[src/tbc_pkg.sv]
// Package for the tilt balance controller: shared widths, constants,
// the CORDIC arctangent table and the sequencer state type. No dependencies.
package tbc_pkg;

  // Default values of the top-level parameters, and the arctangent table length.
  localparam int unsigned CordicStepsDef = 14;
  localparam int unsigned AngleFracDef   = 13;
  localparam int unsigned AtanTabLen     = 20;

  // Shared divide-by-25 unit: dividend width and reciprocal ceil(2^32 / 25).
  localparam int unsigned DvdW     = 28;
  localparam int unsigned DivShift = 32;
  localparam logic [DvdW-1:0] DivRecip = 28'd171798692;

  localparam logic [15:0] LfsrDefault = 16'hACE1;
  localparam logic signed [35:0] PiQ30 = 36'sd3373259426;

  // Configuration register indexes.
  typedef enum logic [2:0] {
    CFG_PROP_GAIN   = 3'd0,
    CFG_INTEG_GAIN  = 3'd1,
    CFG_INTEG_MIN   = 3'd2,
    CFG_INTEG_MAX   = 3'd3,
    CFG_BLEND_ALPHA = 3'd4,
    CFG_LEFT_TRIM   = 3'd5,
    CFG_RIGHT_TRIM  = 3'd6,
    CFG_PRBS_SEEDS  = 3'd7
  } cfg_idx_e;

  // Sequencer states of the top level.
  typedef enum logic [3:0] {
    ST_IDLE,
    ST_CORDIC,
    ST_BL_M1,
    ST_BL_M2,
    ST_BL_M3,
    ST_BL_M4,
    ST_BL_DIV,
    ST_BL_WAIT,
    ST_PI_P,
    ST_PI_I,
    ST_I_DIV,
    ST_I_WAIT,
    ST_OUT
  } seq_state_e;

  // Arctangent of 2^-i in Q.30 radians.
  function automatic logic [31:0] atan_q30(input logic [4:0] idx);
    logic [31:0] v;
    unique case (idx)
      5'd0:  v = 32'h3243F6A8;
      5'd1:  v = 32'h1DAC6705;
      5'd2:  v = 32'h0FADBAFC;
      5'd3:  v = 32'h07F56EA6;
      5'd4:  v = 32'h03FEAB76;
      5'd5:  v = 32'h01FFD55B;
      5'd6:  v = 32'h00FFFAAA;
      5'd7:  v = 32'h007FFF55;
      5'd8:  v = 32'h003FFFEA;
      5'd9:  v = 32'h001FFFFD;
      5'd10: v = 32'h000FFFFF;
      5'd11: v = 32'h0007FFFF;
      5'd12: v = 32'h0003FFFF;
      5'd13: v = 32'h0001FFFF;
      5'd14: v = 32'h0000FFFF;
      5'd15: v = 32'h00007FFF;
      5'd16: v = 32'h00003FFF;
      5'd17: v = 32'h00001FFF;
      5'd18: v = 32'h00000FFF;
      5'd19: v = 32'h000007FF;
      default: v = 32'h0;
    endcase
    return v;
  endfunction

  // One step of the 16-bit LFSR with taps 16, 14, 13, 11.
  function automatic logic [15:0] lfsr_next(input logic [15:0] r);
    return {r[14:0], r[15] ^ r[13] ^ r[12] ^ r[10]};
  endfunction

endpackage

[src/tbc_cordic.sv]
// Iterative vectoring CORDIC: atan2(y, x) rounded to the tilt angle format.
// Depends on tbc_pkg for the arctangent table and pi.
module tbc_cordic #(
  parameter int unsigned Steps = 14,
  parameter int unsigned Frac  = 13
) (
  input  logic               clk_i,
  input  logic               rst_ni,
  input  logic               start_i,
  input  logic signed [16:0] y_i,
  input  logic signed [15:0] x_i,
  output logic               done_o,
  output logic signed [15:0] angle_o
);
  import tbc_pkg::*;

  localparam int unsigned CntW  = $clog2(Steps + 1);
  localparam int unsigned Shift = 30 - Frac;

  logic              busy_q, done_q, zero_q;
  logic [CntW-1:0]   cnt_q;
  logic signed [32:0] x_q, y_q;
  logic signed [35:0] z_q;
  logic signed [17:0] x_ext, y_ext;
  logic signed [32:0] dx, dy;
  logic signed [35:0] atan_v;
  logic [35:0]        z_mag;
  logic [35:0]        r_mag;

  assign x_ext  = 18'(x_i);
  assign y_ext  = 18'(y_i);
  assign dx     = y_q >>> cnt_q;
  assign dy     = x_q >>> cnt_q;
  assign atan_v = $signed({4'd0, atan_q30(5'(cnt_q))});

  // Operand setup on start, then one micro-rotation per cycle.
  always_ff @(posedge clk_i or negedge rst_ni) begin
    if (!rst_ni) begin
      busy_q <= 1'b0;
      done_q <= 1'b0;
      cnt_q  <= '0;
    end else begin
      done_q <= 1'b0;
      if (start_i) begin
        busy_q <= 1'b1;
        cnt_q  <= '0;
      end else if (busy_q) begin
        if (cnt_q == CntW'(Steps - 1)) begin
          busy_q <= 1'b0;
          done_q <= 1'b1;
        end
        cnt_q <= cnt_q + 1'b1;
      end
    end
  end

  always_ff @(posedge clk_i) begin
    if (start_i) begin
      zero_q <= (x_i == 16'sd0) && (y_i == 17'sd0);
      if (x_i < 0) begin
        z_q <= (y_i >= 0) ? PiQ30 : -PiQ30;
        x_q <= 33'(-x_ext) <<< 14;
        y_q <= 33'(-y_ext) <<< 14;
      end else begin
        z_q <= '0;
        x_q <= 33'(x_ext) <<< 14;
        y_q <= 33'(y_ext) <<< 14;
      end
    end else if (busy_q) begin
      if (y_q >= 0) begin
        x_q <= x_q + dx;
        y_q <= y_q - dy;
        z_q <= z_q + atan_v;
      end else begin
        x_q <= x_q - dx;
        y_q <= y_q + dy;
        z_q <= z_q - atan_v;
      end
    end
  end

  // Round half away from zero to the angle format and saturate.
  assign z_mag = z_q[35] ? 36'(-z_q) : 36'(z_q);
  assign r_mag = (z_mag + (36'd1 << (Shift - 1))) >> Shift;

  always_comb begin
    if (zero_q) begin
      angle_o = '0;
    end else if (z_q[35]) begin
      angle_o = (r_mag > 36'd32768) ? -16'sd32768 : 16'(-$signed(r_mag));
    end else begin
      angle_o = (r_mag > 36'd32767) ? 16'sd32767 : 16'(r_mag);
    end
  end

  assign done_o = done_q;

endmodule

[config.mk]
export PLATFORM = sky130hd
export DESIGN_NAME = tbc_cordic
export DESIGN_NICKNAME = d
export VERILOG_FILES = /design/src/tbc_pkg.sv /design/src/tbc_cordic.sv
export SDC_FILE = /design/constraint.sdc
export NUM_CORES = 1
export LEC_CHECK = 0
export BUFFER_PORTS_ARGS = -buffer_cell sky130_fd_sc_hd__buf_2
export CELL_PAD_IN_SITES_DETAIL_PLACEMENT = 2
export CELL_PAD_IN_SITES_GLOBAL_PLACEMENT = 2
export CORE_MARGIN = 4
export CORE_UTILIZATION = 30
export CTS_CLUSTER_SIZE = 24
export DETAILED_ROUTE_END_ITERATION = 10
export PLACE_DENSITY = 0.74
export RECOVER_POWER = 100
export SYNTH_ARGS = -nofsm -noshare
export SYNTH_HDL_FRONTEND = slang
export SYNTH_SLANG_ARGS = --single-unit
[constraint.sdc]
create_clock -name clk_i -period 12.3 [get_ports clk_i]
set_input_delay 0.615 -clock clk_i [delete_from_list [all_inputs] [get_ports clk_i]]
set_output_delay 0.615 -clock clk_i [all_outputs]
set_load 0.05 [all_outputs]
==> flow_metrics.env <==
export IMPL_routabilityCongestion=0.875
export IMPL_timing_critical_path_fanout_max=48
export IMPL_buffer_cell_driving_the_clock_tree_root="sky130_fd_sc_hd__clkbuf_16"
export IMPL_design_die_area_sq_um=61000
export IMPL_hold_path_class="in -> async"
export IMPL_drt_drc_violations_left=0
export IMPL_critical_path_startpoint_type="flop"
export IMPL_worstMarginPinSlew_ps=4790
export IMPL_num_rows=87
export IMPL_commonest_cells_after_routing_fill_and_taps_aside="sky130_fd_sc_hd__nand2_1 (168), sky130_fd_sc_hd__o21ai_0 (164), sky130_fd_sc_hd__nor2_1 (156)"
export IMPL_final_common_cell="sky130_fd_sc_hd__nand2_1"
export IMPL_netlist_cell_type_count=86
export IMPL_synth_async_sr_flop_share_pct=5.50
export IMPL_ctsHoldBuffers=0
export IMPL_fmax_achieved_mhz=115
export IMPL_finalCoreUtilization_pct=32.4
export IMPL_critical_path_class="reg -> reg"
export IMPL_r2r_start="cnt_q[0]"
export IMPL_layout_min_cycle_time_ps=8690
export IMPL_die_height_um=247
export IMPL_synth_cell_area_sq_um=17100
export IMPL_postSynthNetCount=2168
export IMPL_grt_overflow=0
export IMPL_setup_worst_path_end_class="flop"
export IMPL_num_antenna_cells=0
export IMPL_synth_sequential_area_ratio_pct=18.9
export IMPL_worst_skew_pair_late_latency_ps=410
export IMPL_worstSetupStartpoint="cnt_q[0]"
export IMPL_post_route_period_util_pct=70.6
export IMPL_run_status="finished, violations left"
export IMPL_synth_seq_cells=109
export IMPL_yosys_warning_count=0
export IMPL_violations="max-capacitance violations, max-slew violations"
export IMPL_antenna_left=0
export IMPL_cts_setup_buffers=0
export IMPL_maxCapViolations=4
export IMPL_drt_first_pass_iters=5
export IMPL_route_detailed_vias_per_inst=5.91
export IMPL_n_fill_cell=6372
export IMPL_width_of_the_die_um=247
export IMPL_finalNetCount=2137
export IMPL_antenna_found_initial=0
export IMPL_fin_tns_setup_ps=0
export IMPL_grt_first_pass_wirelength_um=100000
export IMPL_num_io_pins=53
export IMPL_post_cts_resize_count=0
export IMPL_cts_sinks=109
export IMPL_layout_area_overhead_vs_synth_pct=6.87
export IMPL_ctsHtreeMaxLevel=3
export IMPL_grt_pass1_vias=17500
export IMPL_grt_setup_unrepaired="no"
export IMPL_relSlewSlack_pct=-219
export IMPL_holdWs_ps=182
export IMPL_setup_viol=0
export IMPL_final_routed_wirelength_um=62800
export IMPL_grt_total_usage_pct=20.5
export IMPL_critical_path_required_ps=12440
export IMPL_numPortBuffers=52
export IMPL_signal_arrival_time_at_the_worst_endpoint_ps=8820
export IMPL_gate_count_after_technology_mapping=2010
export IMPL_cts_tree="done"
export IMPL_final_hold_viol_count=0
export IMPL_cts_made_buffers=9
export IMPL_syn_avg_cell_area_sq_um=8.53
export IMPL_cts_clk_slew_worst_paths_ps=100
export IMPL_synth_edff_count=103
export IMPL_postSynth_topFlopCell="sky130_fd_sc_hd__edfxtp_1"
export IMPL_place_detailed_hpwl_um=48100
export IMPL_post_route_cells_drive_above_1_share_pct=10.7
export IMPL_max_clock_path_buffers=2
export IMPL_detail_route_iter0_violations=976
export IMPL_grt_start_max_net_pins=75
export IMPL_final_setup_skew_ps=24.4
export IMPL_maxSlewViolCount=207
export IMPL_start_util_pct=30.3
export IMPL_core_region_area_sq_um=56500
export IMPL_wire_per_inst_um=22.9
export IMPL_route_vias_total=16200
critical path, stage by stage, from the launching register on:
cell                        delay, ps
sky130_fd_sc_hd__dfrtp_1         1330
sky130_fd_sc_hd__buf_4            800
sky130_fd_sc_hd__mux4_2           660
sky130_fd_sc_hd__mux4_2           550
sky130_fd_sc_hd__or4_1            600
sky130_fd_sc_hd__or3b_1           400
sky130_fd_sc_hd__nor2_1           270
sky130_fd_sc_hd__inv_1            160
sky130_fd_sc_hd__o31ai_1          360
sky130_fd_sc_hd__xnor2_1          110
sky130_fd_sc_hd__ha_1             390
sky130_fd_sc_hd__nand4_1          150
sky130_fd_sc_hd__or3_1            400
sky130_fd_sc_hd__or3_1            400
sky130_fd_sc_hd__nand3_1          140
sky130_fd_sc_hd__a2111oi_0        170
sky130_fd_sc_hd__o41ai_1          760
sky130_fd_sc_hd__nand3_1          190
sky130_fd_sc_hd__a311o_1          320
sky130_fd_sc_hd__xnor2_1          150
sky130_fd_sc_hd__nor2_1            50
final timing paths:
| check | end | slack [ps] | cells after the start |
|---|---|---|---|
| setup / recovery | x_q[32] | 3610 | 20 |
| hold / removal | cnt_q[0] | 180 | 1 |
| setup reg to reg | x_q[32] | 3610 | 20 |
| hold reg to reg | z_q[0] | 750 | 2 |
| max in group asynchronous | cnt_q[1] | 11640 | 1 |
| min in group clk_i | y_q[14] | 560 | 3 |
state kept, by name (all words and copies together) (netlist names):
name / flops
x_q: 33
y_q: 33
zero_q: 1
busy_q: 1
cnt_q: 4
z_q: 36
done_o: 1
per-stage QoR:
stage               instance area (sq um)  std cells  setup slack (ps)
floorplan                           17100       2010              6080
global placement                    18000       2724              4620
detailed placement                  18000       2724              4320
CTS                                 18400       2740              4260
global route                        18300       2740              2860
finish                              18300       2740              3610
cell families after synthesis:
group,count (synthesis),synth area share (%)
flip-flops,109,18.9
adder cells (fa/ha/maj),122,9.04
AO/OA/AOI/OAI,596,22.4
multiplexers,160,16.0
buffers and inverters,178,4.18
XOR/XNOR,232,11.9
AND/OR/NAND/NOR,613,17.6
routing by layer:
metal  up-vias  global-route usage [%]  share of wire (%)
li1       7537                       -                  -
met1      8263                    25.7                 44
met4         0                    7.89                3.5
met3       101                    1.88                2.6
met2       295                    36.3                 50
met5         -                       0                  0
synth_stat cells (8+ instances only):
cell	instances	area (sq um)
sky130_fd_sc_hd__nand2_1	168	631
sky130_fd_sc_hd__o21bai_1	16	120
sky130_fd_sc_hd__buf_1	25	93.8
sky130_fd_sc_hd__xnor2_1	152	1330
sky130_fd_sc_hd__mux2i_1	46	460
sky130_fd_sc_hd__o22ai_1	8	50.1
sky130_fd_sc_hd__xor2_1	80	701
sky130_fd_sc_hd__or3_1	22	138
sky130_fd_sc_hd__a31oi_1	17	106
sky130_fd_sc_hd__nand2b_1	33	206
sky130_fd_sc_hd__and3_1	14	87.6
sky130_fd_sc_hd__clkbuf_1	70	263
sky130_fd_sc_hd__nor2_1	156	586
sky130_fd_sc_hd__mux2_2	26	293
sky130_fd_sc_hd__a21oi_1	132	661
sky130_fd_sc_hd__inv_1	57	214
sky130_fd_sc_hd__or4_1	11	82.6
sky130_fd_sc_hd__nor4_1	22	138
sky130_fd_sc_hd__nand4_1	18	113
sky130_fd_sc_hd__o211ai_1	13	97.6
sky130_fd_sc_hd__nand3_1	46	230
sky130_fd_sc_hd__a221oi_1	12	105
sky130_fd_sc_hd__or2_2	15	93.8
sky130_fd_sc_hd__ha_1	119	1490
sky130_fd_sc_hd__o21a_1	25	188
sky130_fd_sc_hd__edfxtp_1	103	3090
sky130_fd_sc_hd__o41ai_1	17	149
sky130_fd_sc_hd__and2_1	14	87.6
sky130_fd_sc_hd__nor3_1	38	190
sky130_fd_sc_hd__o21ai_1	9	45.0
sky130_fd_sc_hd__a211o_1	10	87.6
sky130_fd_sc_hd__o31ai_1	25	188
sky130_fd_sc_hd__buf_2	15	75.1
sky130_fd_sc_hd__nor2b_1	19	119
sky130_fd_sc_hd__a21o_1	50	375
sky130_fd_sc_hd__a211oi_1	28	210
sky130_fd_sc_hd__o21ai_0	164	821
sky130_fd_sc_hd__mux4_2	88	1980
final cells by class:
type,count,area [sq um],area share [%]
repair buffers,74,390,2.13
multi-input cells,1723,13200,72.0
inverters,62,233,1.27
well taps,756,946,5.16
flip-flops and latches,109,3250,17.7
clock inverters,4,72.6,0.396
clock buffers,12,246,1.35
Power is not shown: default switching activity piles up to over one toggle a cycle in this logic, so the estimate is an artifact.
